--- src/rtl/efwjs_pkg.sv ---
`default_nettype none

package efwjs_pkg;

  localparam int MAX_WORKERS_DEF = 16;
  localparam int TIME_W          = 64;
  localparam int DUR_W           = 32;
  localparam int CFG_W           = 5;
  localparam int WID_W           = 4;

  localparam logic [CFG_W-1:0] ACTIVE_RESET = 5'd16;

  typedef enum logic [2:0] {
    ST_CLEAR,
    ST_IDLE,
    ST_SCAN,
    ST_DRAIN,
    ST_COMMIT
  } state_t;

  typedef struct packed {
    logic accept;
    logic clr_we;
    logic scan_rd;
    logic commit;
  } cmd_t;

  typedef struct packed {
    logic in_restart;
    logic clr_last;
    logic scan_last;
    logic out_busy;
  } sts_t;

endpackage

`default_nettype wire

--- src/rtl/earliest_free_worker_job_scheduler.sv ---
// Earliest-free-worker job scheduler. Each accepted word (a job duration and a
// restart flag) is assigned to the active worker with the smallest next-free
// time, lowest worker number on ties; the result word gives that worker and
// the job's start time, and the worker's free time then advances by the
// duration, saturating at all ones. Free times live in a RAM that one shared
// comparator scans one entry per cycle, over the N active workers (cfg value,
// 0 read as 1, capped at MAX_WORKERS). A word with restart set first zeroes
// the whole RAM; the same clearing pass runs after reset, during which no
// input word is taken. A finished result waits in an output register while
// the next job is already being accepted. cfg_ready is always high; write
// active_workers only while the block is idle.
`default_nettype none

module earliest_free_worker_job_scheduler import efwjs_pkg::*; #(
  parameter int MAX_WORKERS = MAX_WORKERS_DEF
) (
  input  wire logic              clk,
  input  wire logic              rst_n,
  input  wire logic              cfg_valid,
  output logic                   cfg_ready,
  input  wire logic [CFG_W-1:0]  cfg_active_workers,
  input  wire logic              in_valid,
  output logic                   in_stall,
  input  wire logic [DUR_W-1:0]  in_job_duration,
  input  wire logic              in_restart,
  output logic                   out_valid,
  input  wire logic              out_stall,
  output logic      [WID_W-1:0]  out_worker_index,
  output logic      [TIME_W-1:0] out_start_time
);

  cmd_t cmd;
  sts_t sts;

  assign cfg_ready = 1'b1;

  efwjs_ctrl u_ctrl (
    .clk      (clk),
    .rst_n    (rst_n),
    .in_valid (in_valid),
    .in_stall (in_stall),
    .sts      (sts),
    .cmd      (cmd)
  );

  efwjs_dp #(
    .MAX_WORKERS (MAX_WORKERS)
  ) u_dp (
    .clk                (clk),
    .rst_n              (rst_n),
    .cfg_valid          (cfg_valid),
    .cfg_active_workers (cfg_active_workers),
    .in_job_duration    (in_job_duration),
    .in_restart         (in_restart),
    .out_valid          (out_valid),
    .out_stall          (out_stall),
    .out_worker_index   (out_worker_index),
    .out_start_time     (out_start_time),
    .cmd                (cmd),
    .sts                (sts)
  );

endmodule

`default_nettype wire

--- src/rtl/efwjs_ram.sv ---
`default_nettype none

module efwjs_ram #(
  parameter int WIDTH = 64,
  parameter int DEPTH = 16
) (
  input  wire logic                                 clk,
  input  wire logic                                 we,
  input  wire logic [(DEPTH > 1 ? $clog2(DEPTH) : 1)-1:0] waddr,
  input  wire logic [WIDTH-1:0]                     wdata,
  input  wire logic [(DEPTH > 1 ? $clog2(DEPTH) : 1)-1:0] raddr,
  output logic      [WIDTH-1:0]                     rdata
);

  logic [WIDTH-1:0] mem [DEPTH];

  always_ff @(posedge clk) begin
    if (we) begin
      mem[waddr] <= wdata;
    end
    rdata <= mem[raddr];
  end

endmodule

`default_nettype wire

--- src/rtl/efwjs_ctrl.sv ---
`default_nettype none

module efwjs_ctrl import efwjs_pkg::*; (
  input  wire logic clk,
  input  wire logic rst_n,
  input  wire logic in_valid,
  output logic      in_stall,
  input  wire sts_t sts,
  output cmd_t      cmd
);

  state_t state_r, state_nxt;
  logic   job_r, job_nxt;

  always_ff @(posedge clk) begin
    if (!rst_n) begin
      state_r <= ST_CLEAR;
      job_r   <= 1'b0;
    end else begin
      state_r <= state_nxt;
      job_r   <= job_nxt;
    end
  end

  always_comb begin
    state_nxt = state_r;
    case (state_r)
      ST_CLEAR: begin
        if (sts.clr_last) begin
          state_nxt = job_r ? ST_SCAN : ST_IDLE;
        end
      end
      ST_IDLE: begin
        if (in_valid) begin
          state_nxt = sts.in_restart ? ST_CLEAR : ST_SCAN;
        end
      end
      ST_SCAN: begin
        if (sts.scan_last) begin
          state_nxt = ST_DRAIN;
        end
      end
      ST_DRAIN: begin
        state_nxt = ST_COMMIT;
      end
      ST_COMMIT: begin
        if (!sts.out_busy) begin
          state_nxt = ST_IDLE;
        end
      end
      default: begin
        state_nxt = ST_IDLE;
      end
    endcase
  end

  always_comb begin
    cmd      = '0;
    in_stall = 1'b1;
    job_nxt  = job_r;
    case (state_r)
      ST_CLEAR: begin
        cmd.clr_we = 1'b1;
      end
      ST_IDLE: begin
        in_stall   = 1'b0;
        cmd.accept = in_valid;
        if (in_valid) begin
          job_nxt = 1'b1;
        end
      end
      ST_SCAN: begin
        cmd.scan_rd = 1'b1;
      end
      ST_DRAIN: begin
        cmd = '0;
      end
      ST_COMMIT: begin
        cmd.commit = !sts.out_busy;
        if (!sts.out_busy) begin
          job_nxt = 1'b0;
        end
      end
      default: begin
        cmd = '0;
      end
    endcase
  end

  a_scan_has_job: assert property (@(posedge clk) disable iff (!rst_n)
    state_r == ST_SCAN |-> job_r)
    else $error("scan running without a job");

  a_accept_moves_on: assert property (@(posedge clk) disable iff (!rst_n)
    cmd.accept |=> (state_r == ST_SCAN || state_r == ST_CLEAR))
    else $error("accepted word did not start work");

  a_commit_ends_job: assert property (@(posedge clk) disable iff (!rst_n)
    cmd.commit |=> (state_r == ST_IDLE && !job_r))
    else $error("commit did not close the job");

endmodule

`default_nettype wire

--- src/rtl/efwjs_dp.sv ---
`default_nettype none

module efwjs_dp import efwjs_pkg::*; #(
  parameter int MAX_WORKERS = MAX_WORKERS_DEF
) (
  input  wire logic              clk,
  input  wire logic              rst_n,
  input  wire logic              cfg_valid,
  input  wire logic [CFG_W-1:0]  cfg_active_workers,
  input  wire logic [DUR_W-1:0]  in_job_duration,
  input  wire logic              in_restart,
  output logic                   out_valid,
  input  wire logic              out_stall,
  output logic      [WID_W-1:0]  out_worker_index,
  output logic      [TIME_W-1:0] out_start_time,
  input  wire cmd_t              cmd,
  output sts_t                   sts
);

  localparam int IDX_W = (MAX_WORKERS > 1) ? $clog2(MAX_WORKERS) : 1;
  localparam int CNT_W = $clog2(MAX_WORKERS + 1);
  localparam int CMP_W = (CNT_W > CFG_W) ? CNT_W : CFG_W;

  logic [CFG_W-1:0]  active_r;
  logic [DUR_W-1:0]  dur_r;
  logic [IDX_W-1:0]  addr_r;
  logic              cmp_vld_r;
  logic [IDX_W-1:0]  cmp_idx_r;
  logic [TIME_W-1:0] best_val_r;
  logic [IDX_W-1:0]  best_idx_r;
  logic              out_valid_r;
  logic [WID_W-1:0]  out_worker_r;
  logic [TIME_W-1:0] out_time_r;

  logic [CMP_W-1:0]  act_ext;
  logic [CMP_W-1:0]  used_n;
  logic [CMP_W-1:0]  used_m1;
  logic [IDX_W-1:0]  last_idx;
  logic              step;
  logic              step_last;
  logic [TIME_W:0]   sum_w;
  logic [TIME_W-1:0] new_time;
  logic [IDX_W+WID_W-1:0] idx_ext;

  logic              ram_we;
  logic [IDX_W-1:0]  ram_waddr;
  logic [TIME_W-1:0] ram_wdata;
  logic [TIME_W-1:0] ram_rdata;

  always_comb begin
    act_ext = CMP_W'(active_r);
    if (act_ext == '0) begin
      used_n = CMP_W'(1);
    end else if (act_ext > CMP_W'(MAX_WORKERS)) begin
      used_n = CMP_W'(MAX_WORKERS);
    end else begin
      used_n = act_ext;
    end
    used_m1  = used_n - CMP_W'(1);
    last_idx = used_m1[IDX_W-1:0];
  end

  assign sts.in_restart = in_restart;
  assign sts.clr_last   = (addr_r == IDX_W'(MAX_WORKERS - 1));
  assign sts.scan_last  = (addr_r == last_idx);
  assign sts.out_busy   = out_valid_r && out_stall;

  assign step      = cmd.clr_we || cmd.scan_rd;
  assign step_last = cmd.clr_we ? sts.clr_last : sts.scan_last;

  assign sum_w    = {1'b0, best_val_r} + {{(TIME_W + 1 - DUR_W){1'b0}}, dur_r};
  assign new_time = sum_w[TIME_W] ? {TIME_W{1'b1}} : sum_w[TIME_W-1:0];
  assign idx_ext  = {{WID_W{1'b0}}, best_idx_r};

  assign ram_we    = cmd.clr_we || cmd.commit;
  assign ram_waddr = cmd.clr_we ? addr_r : best_idx_r;
  assign ram_wdata = cmd.clr_we ? '0 : new_time;

  efwjs_ram #(
    .WIDTH (TIME_W),
    .DEPTH (MAX_WORKERS)
  ) u_ram (
    .clk   (clk),
    .we    (ram_we),
    .waddr (ram_waddr),
    .wdata (ram_wdata),
    .raddr (addr_r),
    .rdata (ram_rdata)
  );

  always_ff @(posedge clk) begin
    if (!rst_n) begin
      active_r    <= ACTIVE_RESET;
      addr_r      <= '0;
      cmp_vld_r   <= 1'b0;
      out_valid_r <= 1'b0;
    end else begin
      if (cfg_valid) begin
        active_r <= cfg_active_workers;
      end
      if (cmd.accept) begin
        addr_r <= '0;
      end else if (step) begin
        addr_r <= step_last ? '0 : addr_r + IDX_W'(1);
      end
      cmp_vld_r <= cmd.scan_rd;
      if (cmd.commit) begin
        out_valid_r <= 1'b1;
      end else if (!out_stall) begin
        out_valid_r <= 1'b0;
      end
    end
  end

  always_ff @(posedge clk) begin
    if (cmd.accept) begin
      dur_r <= in_job_duration;
    end
    cmp_idx_r <= addr_r;
    if (cmp_vld_r && (cmp_idx_r == '0 || ram_rdata < best_val_r)) begin
      best_val_r <= ram_rdata;
      best_idx_r <= cmp_idx_r;
    end
    if (cmd.commit) begin
      out_worker_r <= idx_ext[WID_W-1:0];
      out_time_r   <= best_val_r;
    end
  end

  assign out_valid        = out_valid_r;
  assign out_worker_index = out_worker_r;
  assign out_start_time   = out_time_r;

  a_commit_room: assert property (@(posedge clk) disable iff (!rst_n)
    cmd.commit |-> !(out_valid_r && out_stall))
    else $error("commit into a full output register");

  a_commit_shows: assert property (@(posedge clk) disable iff (!rst_n)
    cmd.commit |=> out_valid_r)
    else $error("committed word not presented");

  a_scan_range: assert property (@(posedge clk) disable iff (!rst_n)
    cmp_vld_r |-> (CMP_W'(cmp_idx_r) <= used_m1))
    else $error("compare outside active workers");

endmodule

`default_nettype wire
--- config.mk ---
export PLATFORM = sky130hd
export DESIGN_NAME = earliest_free_worker_job_scheduler
export DESIGN_NICKNAME = d
export VERILOG_FILES = /design/src/rtl/efwjs_pkg.sv /design/src/rtl/earliest_free_worker_job_scheduler.sv /design/src/rtl/efwjs_ram.sv /design/src/rtl/efwjs_ctrl.sv /design/src/rtl/efwjs_dp.sv
export SDC_FILE = /design/constraint.sdc
export NUM_CORES = 1
export LEC_CHECK = 0
export ABC_CLOCK_PERIOD_IN_PS = 14900
export BUFFER_PORTS_ARGS = -buffer_cell sky130_fd_sc_hd__buf_2
export CAP_MARGIN = 20
export CORE_MARGIN = 4
export CORE_UTILIZATION = 41
export DETAILED_ROUTE_END_ITERATION = 16
export PLACE_DENSITY = 0.66
export SLEW_MARGIN = 20
export SYNTH_ARGS = -nofsm -noshare
export SYNTH_HDL_FRONTEND = slang
export SYNTH_SLANG_ARGS = --single-unit
--- constraint.sdc ---
create_clock -name clk -period 14.9 [get_ports clk]
set_input_delay 0.745 -clock clk [delete_from_list [all_inputs] [get_ports clk]]
set_output_delay 0.745 -clock clk [all_outputs]
set_load 0.02 [all_outputs]
==> run summary <==
- flop — kind of end point of the critical path
- 0.225 — relative slew slack
- 0.271 — fraction of layout cells with a size suffix above 1
- 0 — async set-reset flop share out of synthesis
- 1275 — CTS sink count
- 2588 — post-synthesis net count
- 0 — count of final max-slew check failures
- 0 — total of max-cap violations
- 0 — post-CTS setup buffers
- 207 MHz — maximum achievable frequency
- 0 — Synth warnings
- 10.07 ns — post-route setup slack
- 7.78 mW — PnR Total Power
- yes — CTS tree
- 10 — antenna violations before repair
- 112 — Port Buffer Count
- 3 — buffer depth of the longest clock path
- 19.0 nW — static leakage
- 123000 um — Routed Wire Length
- 9.79 ns — pre-CTS setup slack
- compound AO/OA/AOI/OAI gates — delay-heaviest family, CP
- 2777 — fin nets
- 127 — Std-Cell Rows
- 69600 um — post-detailed-placement half-perimeter wirelength
- 114 — boundary pin count
- clkbuf_16 — CTS root buf
- ha_1, a211o_1, o211ai_1, a211o_1, a2111oi_1, o21ai_1, a211oi_2, buf_4, nor3b_1, xnor2_1, a21oi_1 — sequence of cells on the critical path
- a2111oi_1 — CP max stage cell
- 0 ns — Setup TNS Final
- in2reg — worst hold path type
- 0.475 — post-layout utilization of the core
- 0.857 — gpl congestion
- 1 — instance count along the most critical hold path
- reg2reg — kind of critical path
- 16 — maximum fanout encountered on the critical timing path
- 0 — cts repair resizes
- 1.16 ns — measured slew at the worst slew-check pin
- 0 — overflow left after global routing
- 0 — number of buffers inserted for hold repair after clock tree synthesis
- 66 — count of distinct cell types in the synthesized netlist
- 158 — maximum number of pins on one net before global-route repair
- 0.194 — GR Util All Layers
- 26054 — via count of the first global-routing pass
- 0.06 ns — clock slew at reported path FFs
- a211o_1 — library cell appearing most often on the critical path
- edfxtp_1 71%, mux4_2 14%, dfxtp_1 3.3% — main area contributors after synthesis
- 1192 x edfxtp_1, 320 x mux4_2, 136 x clkbuf_16 — top library cells by usage in the layout, fill and taps aside
- 4 — CTS H-Tree Depth
- 15.28 ns — data required time of the critical path
- edfxtp_1 — cell taking the most area after synthesis
- finished clean — status
- 9765 — filler cell count
- 4.83 ns — min cycle time layout
- 1275 — FF+latch count, synth
- 121000 um2 — core region area
- 0.748 — portion of the post-synthesis area used by sequential elements
- edfxtp_1 — most frequent standard cell in the layout excluding fill and tap cells
- 357 um — Horiz. Die Dim
- 0.715 — area fraction of the dominant cell type after synthesis
- 52800 um2 — placement-stage cell area
- 0.324 — Final period util
- 20.5 um2 — synthesized area per cell
- 134 — clock buffer count from CTS
- 50100 um2 — cell area after synthesis
- 1192 — count of flip-flops with a built-in enable after synthesis
- 5.21 ns — WP data arrival
- 11 — worst reg-to-reg path cell count
- 14.4% — Area Overhead vs Synth
- 357 um — Die Ht
- false — unrepaired setup endpoints after global routing
- 0.118 mV — highest ir drop seen on vdd
- 0 — ANT nets after route
- edfxtp_1 — prevailing post-synth register cell
- 0.75 ns — worst skew pair latency
- 0.95 ns — peak per-stage delay on the critical path
- 0 — DRC violations left
- 57300 um2 — Final Cell Area
- 5.81 — Vias/cell
- 2936 — Iteration-0 DRC Markers
- 128000 um2 — die area
- 136 nW/um2 — power density normalized to cell area
- 2447 — count of mapped cells out of synthesis
- 181000 um — wire length of the first global-routing pass
- 1 — Bufs and invs on worst path
- 11 — Stages on worst setup path
- 0 — final setup vio count
- 25329 — DR vias
- 5 — Pre-Repair DR Iteration Count
- 0.0367 ns — Clock Skew
- 0 — Hold Vio Cnt, Final
- flop — startpoint kind of the worst setup timing path
- 0.415 — effective utilization at floorplan
- 28.3 um — WL per Instance
-- metal layers --
metal / global-route usage / vias up / part of all wire
met5: 0 / - / 0.00015
met4: 0.0533 / 4 / 0.023
met1: 0.277 / 13493 / 0.41
met3: 0.0334 / 180 / 0.078
met2: 0.311 / 1176 / 0.49
li1: - / 10476 / -
-- cell type report --
class	instances	area (um2)	share of cell area
flip-flops and latches	1275	37500	0.654
repair buffers	160	995	0.0174
inverters	76	290	0.00507
clock inverters	73	712	0.0124
clock buffers	172	3620	0.0631
diodes	2	5.00	0.0000873
well taps	1612	2020	0.0352
multi-input cells	989	12200	0.213
-- cell usage after synthesis (all sizes together), types with 15 or more instances --
library cell	number
o21a	15
dfxtp	83
a21o	38
edfxtp	1192
nor3	21
nor2	70
o21ai	35
xor2	16
inv	75
ha	97
xnor2	39
clkbuf	77
buf	30
a21oi	101
nand3	22
nor2b	15
nand2	51
mux4	320
nand4	26
-- registers in the layout, summed over array words and instances (netlist names) --
name	flops
u_dp.cmp_idx_r	4
u_dp.dur_r	32
u_ctrl.state_r	3
u_ctrl.job_r	1
u_dp.best_idx_r	4
u_dp.out_valid	1
u_dp.best_val_r	64
u_dp.u_ram.rdata	64
u_dp.act_ext	5
u_dp.out_worker_index	4
u_dp.u_ram.mem	1024
u_dp.addr_r	4
u_dp.cmp_vld_r	1
u_dp.out_start_time	64
-- worst reg2reg max path, delay by kind of cell (launching register included) --
kind            cells  cell delay (ns)
buf+inv             1             0.24
compound gates      7             2.94
xor+xnor            1             0.11
fa+ha+maj           1             0.35
simple gates        1             0.38
flops               1             0.46
-- stage by stage --
stage / instances / hold WS [ns]
2_1_floorplan: 2447 / 0.329
3_3_place_gp: 4105 / 0.417
3_5_place_dp: 4108 / 0.422
4_1_cts: 4353 / 0.126
5_1_grt: 4357 / 0.145
6_report: 4359 / 0.181
-- final timing paths --
| check | startpoint | end | slack, ns |
|---|---|---|---|
| setup reg to reg | u_dp.best_val_r[1] | u_dp.u_ram.mem[14][47] | 10.07 |
| setup / recovery | u_dp.best_val_r[1] | u_dp.u_ram.mem[14][47] | 10.07 |
| hold reg to reg | u_dp.cmp_idx_r[2] | u_dp.best_idx_r[2] | 0.44 |
| hold / removal | in_job_duration[29] | u_dp.dur_r[29] | 0.18 |
-- where the power goes --
part | switching, mW | internal (mW)
Combinational | 0.234 | 0.230
Clock | 1.38 | 1.88
Sequential | 0.0638 | 3.99
Total | 1.68 | 6.10
-- cell families (layout without fill, tap and decap cells) --
family | Yosys count | after routing | synth area share
compound gates | 256 | 256 | 0.0325
xor+xnor | 55 | 55 | 0.00962
fa+ha+maj | 98 | 98 | 0.0246
buf+inv | 183 | 481 | 0.0139
flops | 1275 | 1275 | 0.748
mux | 326 | 326 | 0.145
other cells | 1 | 3 | 0.0000749
simple gates | 253 | 253 | 0.0261
Power figures use the tool's default switching activity.
